File: config.mk
export PLATFORM = sky130hd
export DESIGN_NAME = mmps_cell
export DESIGN_NICKNAME = d
export VERILOG_FILES = /design/src/rtl/mmps_pkg.sv /design/src/rtl/mmps_cell.sv
export SDC_FILE = /design/constraint.sdc
export NUM_CORES = 1
export LEC_CHECK = 0
export BUFFER_PORTS_ARGS = -buffer_cell sky130_fd_sc_hd__buf_2
export CAP_MARGIN = 20
export CORE_ASPECT_RATIO = 1.25
export CORE_UTILIZATION = 25
export CTS_BUF_LIST = sky130_fd_sc_hd__clkbuf_4 sky130_fd_sc_hd__clkbuf_8 sky130_fd_sc_hd__clkbuf_16
export CTS_CLUSTER_DIAMETER = 200
export CTS_CLUSTER_SIZE = 28
export DETAILED_ROUTE_END_ITERATION = 10
export GPL_TIMING_DRIVEN = 0
export MAX_ROUTING_LAYER = met4
export REMOVE_ABC_BUFFERS = 1
export SETUP_SLACK_MARGIN = 0.05
export SYNTH_ARGS = -nofsm -noshare
export SYNTH_HDL_FRONTEND = slang
export SYNTH_SLANG_ARGS = --single-unit
File: constraint.sdc
create_clock -name clk -period 3.3 [get_ports clk]
set_input_delay 0.165 -clock clk [delete_from_list [all_inputs] [get_ports clk]]
set_output_delay 0.165 -clock clk [all_outputs]
set_load 0.01 [all_outputs]
File: src/rtl/mmps_pkg.sv
// ----------------------------------------------------------------------------
// mmps_pkg
// Shared types and constants of the masked multi-pattern byte scanner.
// ----------------------------------------------------------------------------
package mmps_pkg;

  localparam int RESULT_CAP = 8;
  localparam logic [7:0] BYTE_MASK = 8'hFF;

  typedef enum logic [1:0] {
    FUNC_PAT_BYTE = 2'd0,
    FUNC_PAT_LEN  = 2'd1,
    FUNC_REGION   = 2'd2,
    FUNC_DATA     = 2'd3
  } func_t;

  typedef enum logic [1:0] {
    ST_IDLE,
    ST_WIN,
    ST_CMP,
    ST_EMIT
  } state_t;

  // pattern byte write broadcast to the cell row
  typedef struct packed {
    logic       en;
    logic [2:0] slot;
    logic [4:0] pos;
    logic [7:0] value;
    logic [7:0] mask;
  } pat_wr_t;

endpackage

File: src/rtl/mmps_cell.sv
// ----------------------------------------------------------------------------
// mmps_cell
// One window position: holds a window byte, passes it down the row on each
// data beat, and holds pattern byte CELL_IDX of every slot for comparison.
// ----------------------------------------------------------------------------
module mmps_cell
  import mmps_pkg::*;
#(
  parameter int NUM_PATTERNS = 8,
  parameter int MAX_LEN      = 32,
  parameter int CELL_IDX     = 0,
  localparam int IDX_W       = (MAX_LEN > 1) ? $clog2(MAX_LEN) : 1
) (
  input  logic                      clk,
  input  logic                      rst_n,
  input  logic                      shift_en,
  input  logic [7:0]                shift_in,
  output logic [7:0]                win_byte,
  input  pat_wr_t                   pat_wr,
  input  logic [7:0]                win_all [MAX_LEN],
  input  logic [IDX_W-1:0]          off,
  input  logic [5:0]                lens [NUM_PATTERNS],
  output logic [NUM_PATTERNS-1:0]   hit
);
  localparam int SW    = (NUM_PATTERNS > 1) ? $clog2(NUM_PATTERNS) : 1;

  logic [7:0] win_r;
  logic [7:0] val_r  [NUM_PATTERNS];
  logic [7:0] mask_r [NUM_PATTERNS];
  logic [IDX_W:0] src_idx;
  logic [7:0] aligned;

  always_ff @(posedge clk) begin
    if (!rst_n) begin
      win_r <= '0;
    end else if (shift_en) begin
      win_r <= shift_in;
    end
  end

  always_ff @(posedge clk) begin
    if (pat_wr.en && (int'(pat_wr.pos) == CELL_IDX)) begin
      val_r[SW'(pat_wr.slot)]  <= pat_wr.value;
      mask_r[SW'(pat_wr.slot)] <= pat_wr.mask;
    end
  end

  assign win_byte = win_r;

  // window byte lined up with this pattern position
  assign src_idx = (IDX_W+1)'(CELL_IDX) + {1'b0, off};
  assign aligned = (int'(src_idx) < MAX_LEN) ? win_all[src_idx[IDX_W-1:0]] : 8'h00;

  always_comb begin
    for (int s = 0; s < NUM_PATTERNS; s++) begin
      hit[s] = (CELL_IDX >= int'(lens[s])) || ((aligned & mask_r[s]) == val_r[s]);
    end
  end

endmodule
After elaboration in Yosys (flattened, before gate mapping)
Memories as Yosys holds them, arrays and structs flattened.
Cells that the tools add are included.

word-level totals
  bits in writable memories = 128
  register bits after elaboration = 8
  memories = 2
  logic and storage cells = 46
  output and inout port bits = 16

memory list
  name    depth  bits a word  rd ports  clocked after Yosys merged registers in  write ports  line             text
  mask_r  8      8            8         0                                        1            mmps_cell.sv:29  logic [7:0] mask_r [NUM_PATTERNS];
  val_r   8      8            8         0                                        1            mmps_cell.sv:28  logic [7:0] val_r [NUM_PATTERNS];

operators by class
  bitwise gates (word level) = 9
  mux-type cells = 6
  reduce and logical (&&, ||, !) cells = 10
  $lt $le $gt $ge = 10
  eq/ne operators = 8

operators by type and width
  operator            number
  $and 8x8->8         8
  $eq 8x8->1          8
  $ge 1x6->1 const A  8
  $bmux 8 s5          1
  $mux 8              3
  $logic_or 1x1->1    8
  $ge 6x6->1 const B  1
  $lt 5x6->1 const B  1
  $not 5->6           1
  $logic_not 5->1     1
  $mux 1              2
  $logic_and 1x1->1   1

Depth between registers and ports, before layout
Gate-level depths: netlist (run 1).

  depth in word-level cells = 8
  gate-level depth with buffers = 11
  gate-level depth less buffers = 7

Worst setup path before layout (run 1)
No wires, ideal clock.

  path type = input -> register
  from = input pat_wr[20] (netlist bit)
  to = memory mask_r[0][0] (enable)
  path slack = 609 ps
  cell stages on the path = 4
  arrival = 2,281 ps
  cells stage by stage = or4b_2 nor3_1 nand2b_1 nor3_1

between the ends
  longest elaborated chain between the ends = 4

ends and longest elaborated chain
  item                          line             text
  start: declaration            mmps_cell.sv:19  input pat_wr_t pat_wr,
  $logic_not 5->1               mmps_cell.sv:42  if (pat_wr.en && (int'(pat_wr.pos) == CELL_IDX)) begin
  $logic_and 1x1->1             mmps_cell.sv:42
  $mux 1                        mmps_cell.sv:42
  $mux 1 (not written as such)  mmps_cell.sv:44  mask_r[SW'(pat_wr.slot)] <= pat_wr.mask;
  end: declaration              mmps_cell.sv:29

No other way between the ends.

Worst setup path in the final report (run 1)
  from = input off[1]
  to = output hit[7]

between the ends
  longest elaborated chain between the ends = 8

ends and longest elaborated chain
  item                                        line             text
  start: declaration                          mmps_cell.sv:21  input logic [IDX_W-1:0] off,
  $not 5->6 (not written as such)             mmps_cell.sv:52  assign aligned = (int'(src_idx) < MAX_LEN) ? win_all[src_idx[IDX_W-1:0]] : 8'h00;
  $bmux 8 s5                                  mmps_cell.sv:52
  $mux 8 (not written as such) (2 in series)  mmps_cell.sv:52
  $mux 8 (*)                                  mmps_cell.sv:52
  $and 8x8->8 (*)                             mmps_cell.sv:56  hit[s] = (CELL_IDX >= int'(lens[s])) || ((aligned & mask_r[s]) == val_r[s]);
  $eq 8x8->1 (*)                              mmps_cell.sv:56
  $logic_or 1x1->1 (*)                        mmps_cell.sv:56
  end: declaration                            mmps_cell.sv:23  output logic [NUM_PATTERNS-1:0] hit

Every way passes the cells marked *; elsewhere a longest branch is shown, timed or not. The select of a mux whose other input is x is not followed.

==> results.json, run 1 <==
{
  "cp_top_family": "multiplexers",
  "core_area_um2": 32000,
  "drt_iter0_drc": 493,
  "cp.arrival_ns": 3.04,
  "yosysWarnings": 0,
  "die-area_um2": 33400,
  "port_buffers": 360,
  "rsz0062_at_grt": "true",
  "cpPeakStageDelay_ns": 0.59,
  "tritoncts": "built",
  "fp.dieW_um": 164,
  "die_height_um": 204,
  "ys_seq_area_frac": 0.490,
  "synth_seq_cells": 136,
  "cts_max_path_buffers": 2,
  "fin_ws_ns": 0.0965,
  "fin_tns_setup_ns": 0,
  "r2r_cells": 2,
  "crit_buf_inv": 5,
  "start_util": 0.256,
  "grt_util_all_layers": 0.187,
  "hold_path.class": "primary input to register",
  "grt_overflow": 0,
  "synth_compound_gate_area_share": 0.0821,
  "clock-sinks": 136,
  "period_minus_slack_ns": 3.20,
  "drv_cap": 0,
  "max_slew_margin": 0.295,
  "clock_latency_ns": 0.42,
  "irDropWorstVdd_mv": 0.305,
  "async_flop_share": 0,
  "critPathLaunchType": "primary input",
  "yosys.area_share.simple": 0.126,
  "drtPass1Iterations": 5,
  "grt_pass1_wl_um": 42900,
  "synth-edff-count": 128,
  "status": "finished, final reports clean",
  "min_path_cells": 3,
  "fill_cells": 3147,
  "drv_slew": 0,
  "grt_util_met2": 0.323,
  "synth_area_um2": 8170,
  "num_rows": 73,
  "vias": 7065,
  "met1_usage": 0.200,
  "hold_viol_final": 0,
  "syn_inst": 621,
  "use_met3": 0.0629,
  "cp.required_ns": 3.13,
  "numCtsBuffers": 17,
  "power_mw": 4.65,
  "final_nets": 1341,
  "clk_pin_slew_ns": 0.06,
  "antenna_found_initial": 10,
  "end_kind": "output pin",
  "wl_per_cell_um": 21.7,
  "drive_gt1_frac": 0.492,
  "worst_path_max_delay_cell": "mux4_2",
  "gp_congestion": 0.880,
  "drtAntennaViolNets": 0,
  "finalWirelength_um": 31100,
  "fin_util": 0.356,
  "syn2layout_area_growth_pct": 39.2,
  "synth_mux_area_frac": 0.250,
  "cp_cell_sequence": "buf_16 -> buf_16 -> buf_6 -> mux4_2 -> mux4_2 -> mux2i_4 -> buf_6 -> nor3_1 -> a211oi_1 -> nand4_1 -> o21ai_1 -> buf_2",
  "worstMarginPinSlew_ns": 1.05,
  "ios": 361,
  "p_leak_nw": 4.60,
  "drc": 0,
  "synth_ff_type": "edfxtp_1",
  "path_class": "primary input to output pin",
  "synth_top_family_by_area": "multiplexers",
  "via_per_inst": 4.94,
  "first_global_vias": 7100,
  "crit_cells": 12,
  "max_freq_mhz": 312,
  "setup_violations": 0,
  "finalInstanceArea_um2": 11400,
  "pre_cts_ws_ns": -0.571,
  "ys_types": 52,
  "fin_crit_sh": 0.971,
  "cts_htree_levels": 4,
  "place_area_um2": 10500,
  "cts_root_buffer": "clkbuf_16",
  "r2r_slack_ns": 2.69,
  "dp_hpwl_um": 23600,
  "cp_max_fo": 14,
  "syn_area_per_cell_um2": 13.2,
  "grt_max_degree": 53,
  "fin_skew_ns": 0,
  "synth_xor_area_frac": 0.0107,
  "synth_fa_ha_area_frac": 0,
  "top_usage_layer": "met2",
  "powerDensity_nw_per_um2": 409
}
==> per-stage QoR <==
stage               instances  hold slack (ns)
floorplan                 593            0.264
global placement         1365            0.419
detailed placement       1375            0.431
CTS                      1418         0.000251
global route             1429          0.00390
finish                   1429          0.00858
==> cell usage in the layout, fill, tap and decap left out, types with 6 or more instances in the layout <==
cell | synthesis | routed
dfxtp_1 | 8 | 8
a21oi_1 | 7 | 7
o21ai_1 | 7 | 6
or3_1 | 7 | 7
o41ai_1 | 9 | 9
buf_6 | 5 | 9
a41oi_1 | 8 | 8
xor2_1 | 9 | 9
buf_4 | 3 | 7
mux2_2 | 9 | 9
mux4_2 | 54 | 54
nor3_1 | 15 | 12
nor2_1 | 40 | 39
nand2b_1 | 15 | 15
buf_2 | 12 | 356
nand2_1 | 32 | 32
edfxtp_1 | 128 | 128
inv_1 | 43 | 43
o2111ai_1 | 7 | 7
nand4_1 | 15 | 15
nor4_1 | 9 | 9
a211oi_1 | 20 | 20
diode_2 | 0 | 9
o22ai_1 | 6 | 6
mux2_1 | 13 | 13
nor2b_1 | 38 | 38
a222oi_1 | 8 | 8
clkbuf_16 | 0 | 19
mux2i_1 | 48 | 48
==> routing by layer <==
metal | vias to the layer above | share of wire
met5 | - | 0
met4 | 0 | 0.017
met3 | 25 | 0.099
met2 | 398 | 0.51
met1 | 3395 | 0.38
li1 | 3247 | -
==> kinds of logic (layout without fill, tap and decap cells) <==
group,Yosys count,count (layout)
xor gates and xnor gates,10,10
muxes,128,128
AOI/OAI and AO/OA,86,86
buffers and inverters,71,458
DFF,136,136
other,0,9
and+or+nand+nor,190,190
==> power by group <==
part           leakage [nW]  switching, mW  internal, mW
clock network         0.277          0.690          1.18
logic                  3.11          0.431         0.450
registers              1.22        0.00438          1.89
total                  4.60           1.13          3.53
==> cells in the mapped netlist (3+ instances only) <==
cell type  instances  share of area
nor2_1            40          0.018
nand4_2            3         0.0046
a211oi_1          20          0.018
a21oi_1            7         0.0043
a41oi_1            8         0.0086
nor4_1             9         0.0069
xor2_1             9         0.0096
inv_1             43          0.020
a222oi_1           8         0.0098
dfxtp_1            8          0.020
buf_4              3         0.0028
nand2_1           32          0.015
or3_1              7         0.0054
o2111ai_1          7         0.0075
nor2b_1           38          0.029
a22oi_1            5         0.0046
nand2b_1          15          0.011
o41ai_1            9         0.0096
mux2i_1           48          0.059
nor3_1            15         0.0092
buf_6              5         0.0069
mux2_2             9          0.012
o22ai_1            6         0.0046
buf_2             12         0.0073
o21ai_1            7         0.0043
mux2_1            13          0.018
buf_1              3         0.0014
nand3_1            6         0.0037
nand4_1           15          0.011
edfxtp_1         128           0.47
clkbuf_1           4         0.0018
mux4_2            54           0.15
==> worst reg2reg max path, cell delays in order (launching register included) <==
cell and delay [ns]:
dfxtp_1 0.32, mux2i_1 0.13, nor2b_1 0.06
==> flip-flops by register name, indices dropped and copies added, names as in the netlist <==
register and cells:
win_byte 8, val_r 64, mask_r 64
==> timing repair <==
action / in CTS / in global routing
hold buffers: 2 / 0
endpoints found under the setup margin: 8 / 8
gates cloned: 2 / 2
hold endpoints to repair: 2 / 0
pin swaps: 1 / 4
buffers inserted: 8 / 0
resized for setup: 13 / 13
==> area by class of cell <==
cell class / instances / area (um^2) / share of cell area
diodes: 9 / 22.5 / 0.00198
well taps: 412 / 515 / 0.0453
clock buffers: 18 / 433 / 0.0381
clock inverters: 13 / 155 / 0.0136
inverters: 43 / 161 / 0.0142
multi-input cells: 414 / 3890 / 0.342
repair buffers: 384 / 2200 / 0.193
flip-flops and latches: 136 / 4000 / 0.352
==> worst paths after layout <==
| path | from | to |
|---|---|---|
| worst max-delay path | off[1] | hit[7] |
| worst min-delay path | shift_in[6] | win_byte[6] |
| worst max register to register | win_byte[0] | win_byte[0] |
| worst min register to register | win_byte[2] | win_byte[2] |
(Power assumes the default switching activity.)
==> run 2, diff against run 1 <==
--- a/config.mk
+++ b/config.mk
@@ -7,7 +7,7 @@
 export LEC_CHECK = 0
 export BUFFER_PORTS_ARGS = -buffer_cell sky130_fd_sc_hd__buf_2
 export CAP_MARGIN = 20
-export CORE_ASPECT_RATIO = 1.25
+export CORE_ASPECT_RATIO = 1.4
 export CORE_UTILIZATION = 25
 export CTS_BUF_LIST = sky130_fd_sc_hd__clkbuf_4 sky130_fd_sc_hd__clkbuf_8 sky130_fd_sc_hd__clkbuf_16
 export CTS_CLUSTER_DIAMETER = 200
==> results.json, run 2 (same netlist as run 1, synthesis figures left out) <==
{
  "pre_cts_ws_ns": -0.455,
  "wl_per_cell_um": 22.1,
  "drive_gt1_frac": 0.495,
  "end_kind": "output pin",
  "syn2layout_area_growth_pct": 41.1,
  "layout_common_cells": "356 x buf_2, 128 x edfxtp_1, 54 x mux4_2",
  "fp.dieW_um": 155,
  "cp.arrival_ns": 2.96,
  "min_path_cells": 3,
  "drtAntennaViolNets": 0,
  "hold_path.class": "primary input to register",
  "fin_crit_sh": 0.947,
  "core_area_um2": 32300,
  "rsz0062_at_grt": "true",
  "drv_cap": 0,
  "grt_util_met2": 0.341,
  "max_freq_mhz": 320,
  "drtPass1Iterations": 7,
  "drc": 0,
  "die-area_um2": 33400,
  "endpoint": "hit[1]",
  "fin_ws_ns": 0.174,
  "pwr-share-clk": 0.413,
  "r2r_slack_ns": 2.68,
  "pwr-share-seq": 0.397,
  "clock-sinks": 136,
  "die_height_um": 216,
  "finalWirelength_um": 32200,
  "combinationalPowerShare": 0.190,
  "r2r-end": "win_byte[2]",
  "vias": 7096,
  "start_util": 0.253,
  "clk_pin_slew_ns": 0.06,
  "gp_congestion": 0.847,
  "final_cell_count_no_fill": 1458,
  "r2r_cells": 2,
  "drt_iter0_drc": 471,
  "final_nets": 1346,
  "grt_pass1_wl_um": 44100,
  "dp_hpwl_um": 24800,
  "met1_usage": 0.215,
  "hold_viol_final": 0,
  "p_sw_mw": 1.20,
  "num_rows": 78,
  "setup_violations": 0,
  "worstMarginPinSlew_ns": 0.959,
  "cts_htree_levels": 4,
  "cp.required_ns": 3.13,
  "cts_root_buffer": "clkbuf_16",
  "port_buffers": 360,
  "grt_max_degree": 30,
  "via_per_inst": 4.87,
  "tritoncts": "built",
  "final_common_cell": "buf_2",
  "ios": 361,
  "first_global_vias": 7084,
  "fill_cells": 3186,
  "fin_util": 0.357,
  "cts_max_path_buffers": 2,
  "grt_overflow": 0,
  "cp_max_fo": 14,
  "irDropWorstVdd_mv": 0.343,
  "path_class": "primary input to output pin",
  "p_sw_frac": 0.252,
  "powerDensity_nw_per_um2": 414,
  "max_slew_margin": 0.356,
  "timing.rr.start": "win_byte[2]",
  "startpoint": "off[1]",
  "power_mw": 4.78,
  "status": "finished, final reports clean",
  "fin_skew_ns": 0,
  "drv_slew": 0,
  "top_usage_layer": "met2",
  "internal_power_mw": 3.57,
  "p_leak_nw": 4.67,
  "clock_latency_ns": 0.42,
  "antenna_found_initial": 6,
  "critPathLaunchType": "primary input",
  "numCtsBuffers": 17,
  "period_minus_slack_ns": 3.13,
  "use_met3": 0.0448,
  "placedCellCount": 1405,
  "grt_util_all_layers": 0.195
}
==> run 2: how the worst min path moves through the flow <==
stage / startpoint / end
after floorplan: pat_wr[0] / mask_r[0][0]
after global placement: shift_in[4] / win_byte[4]
after detailed placement: shift_in[4] / win_byte[4]
after CTS: shift_in[7] / win_byte[7]
after global routing: shift_in[1] / win_byte[1]
final: shift_in[1] / win_byte[1]
==> run 2: timing repair <==
item,4_1_cts,5_1_grt
endpoints found under the hold margin,4,0
buffers inserted,8,0
pin swaps,1,1
endpoints found under the setup margin,8,7
resized for setup,11,9
gates cloned,3,2
hold buffers,4,0
==> run 2: routing by layer <==
layer / vias to the layer above / routed length (um)
met5: - / 0
met4: 0 / 892
met3: 46 / 2810
met2: 401 / 16200
met1: 3384 / 12300
li1: 3265 / -
==> run 2: metrics by stage <==
stage	hold slack (ns)	setup TNS (ns)	cell area [um^2]
floorplan	0.264	0	7990
global placement	0.419	-18.05	10300
detailed placement	0.445	-2.99	10500
CTS	0.000927	0	11400
global route	0.0185	0	11500
finish	0.0125	0	11500
==> run 2: final cells by class <==
class	count	area, um^2	area share
clock buffer	18	433	0.0375
inverter	43	161	0.0140
sequential	136	4000	0.347
antenna	4	10.0	0.000868
multi-input combinational	414	3910	0.339
tap	440	551	0.0477
clock inverter	14	186	0.0162
timing repair buffer	389	2280	0.198
==> run 2: power by group through the flow <==
stage	sequential (mW)	combinational (mW)	clock (mW)
2_1_floorplan	1.94	0.355	0
3_3_place_gp	1.93	0.807	0
3_5_place_dp	1.93	0.828	0
4_1_cts	1.90	0.902	2.00
5_1_grt	1.90	0.967	2.08
6_report	1.90	0.908	1.97
==> run 2: critical path, stage by stage <==
cell and delay, ns:
buf_16 0.14, bufbuf_16 0.34, mux4_2 0.55, mux4_2 0.50
mux2i_4 0.18, buf_12 0.18, buf_4 0.12, nor2_1 0.03
mux2_2 0.26, o31ai_2 0.29, buf_2 0.19
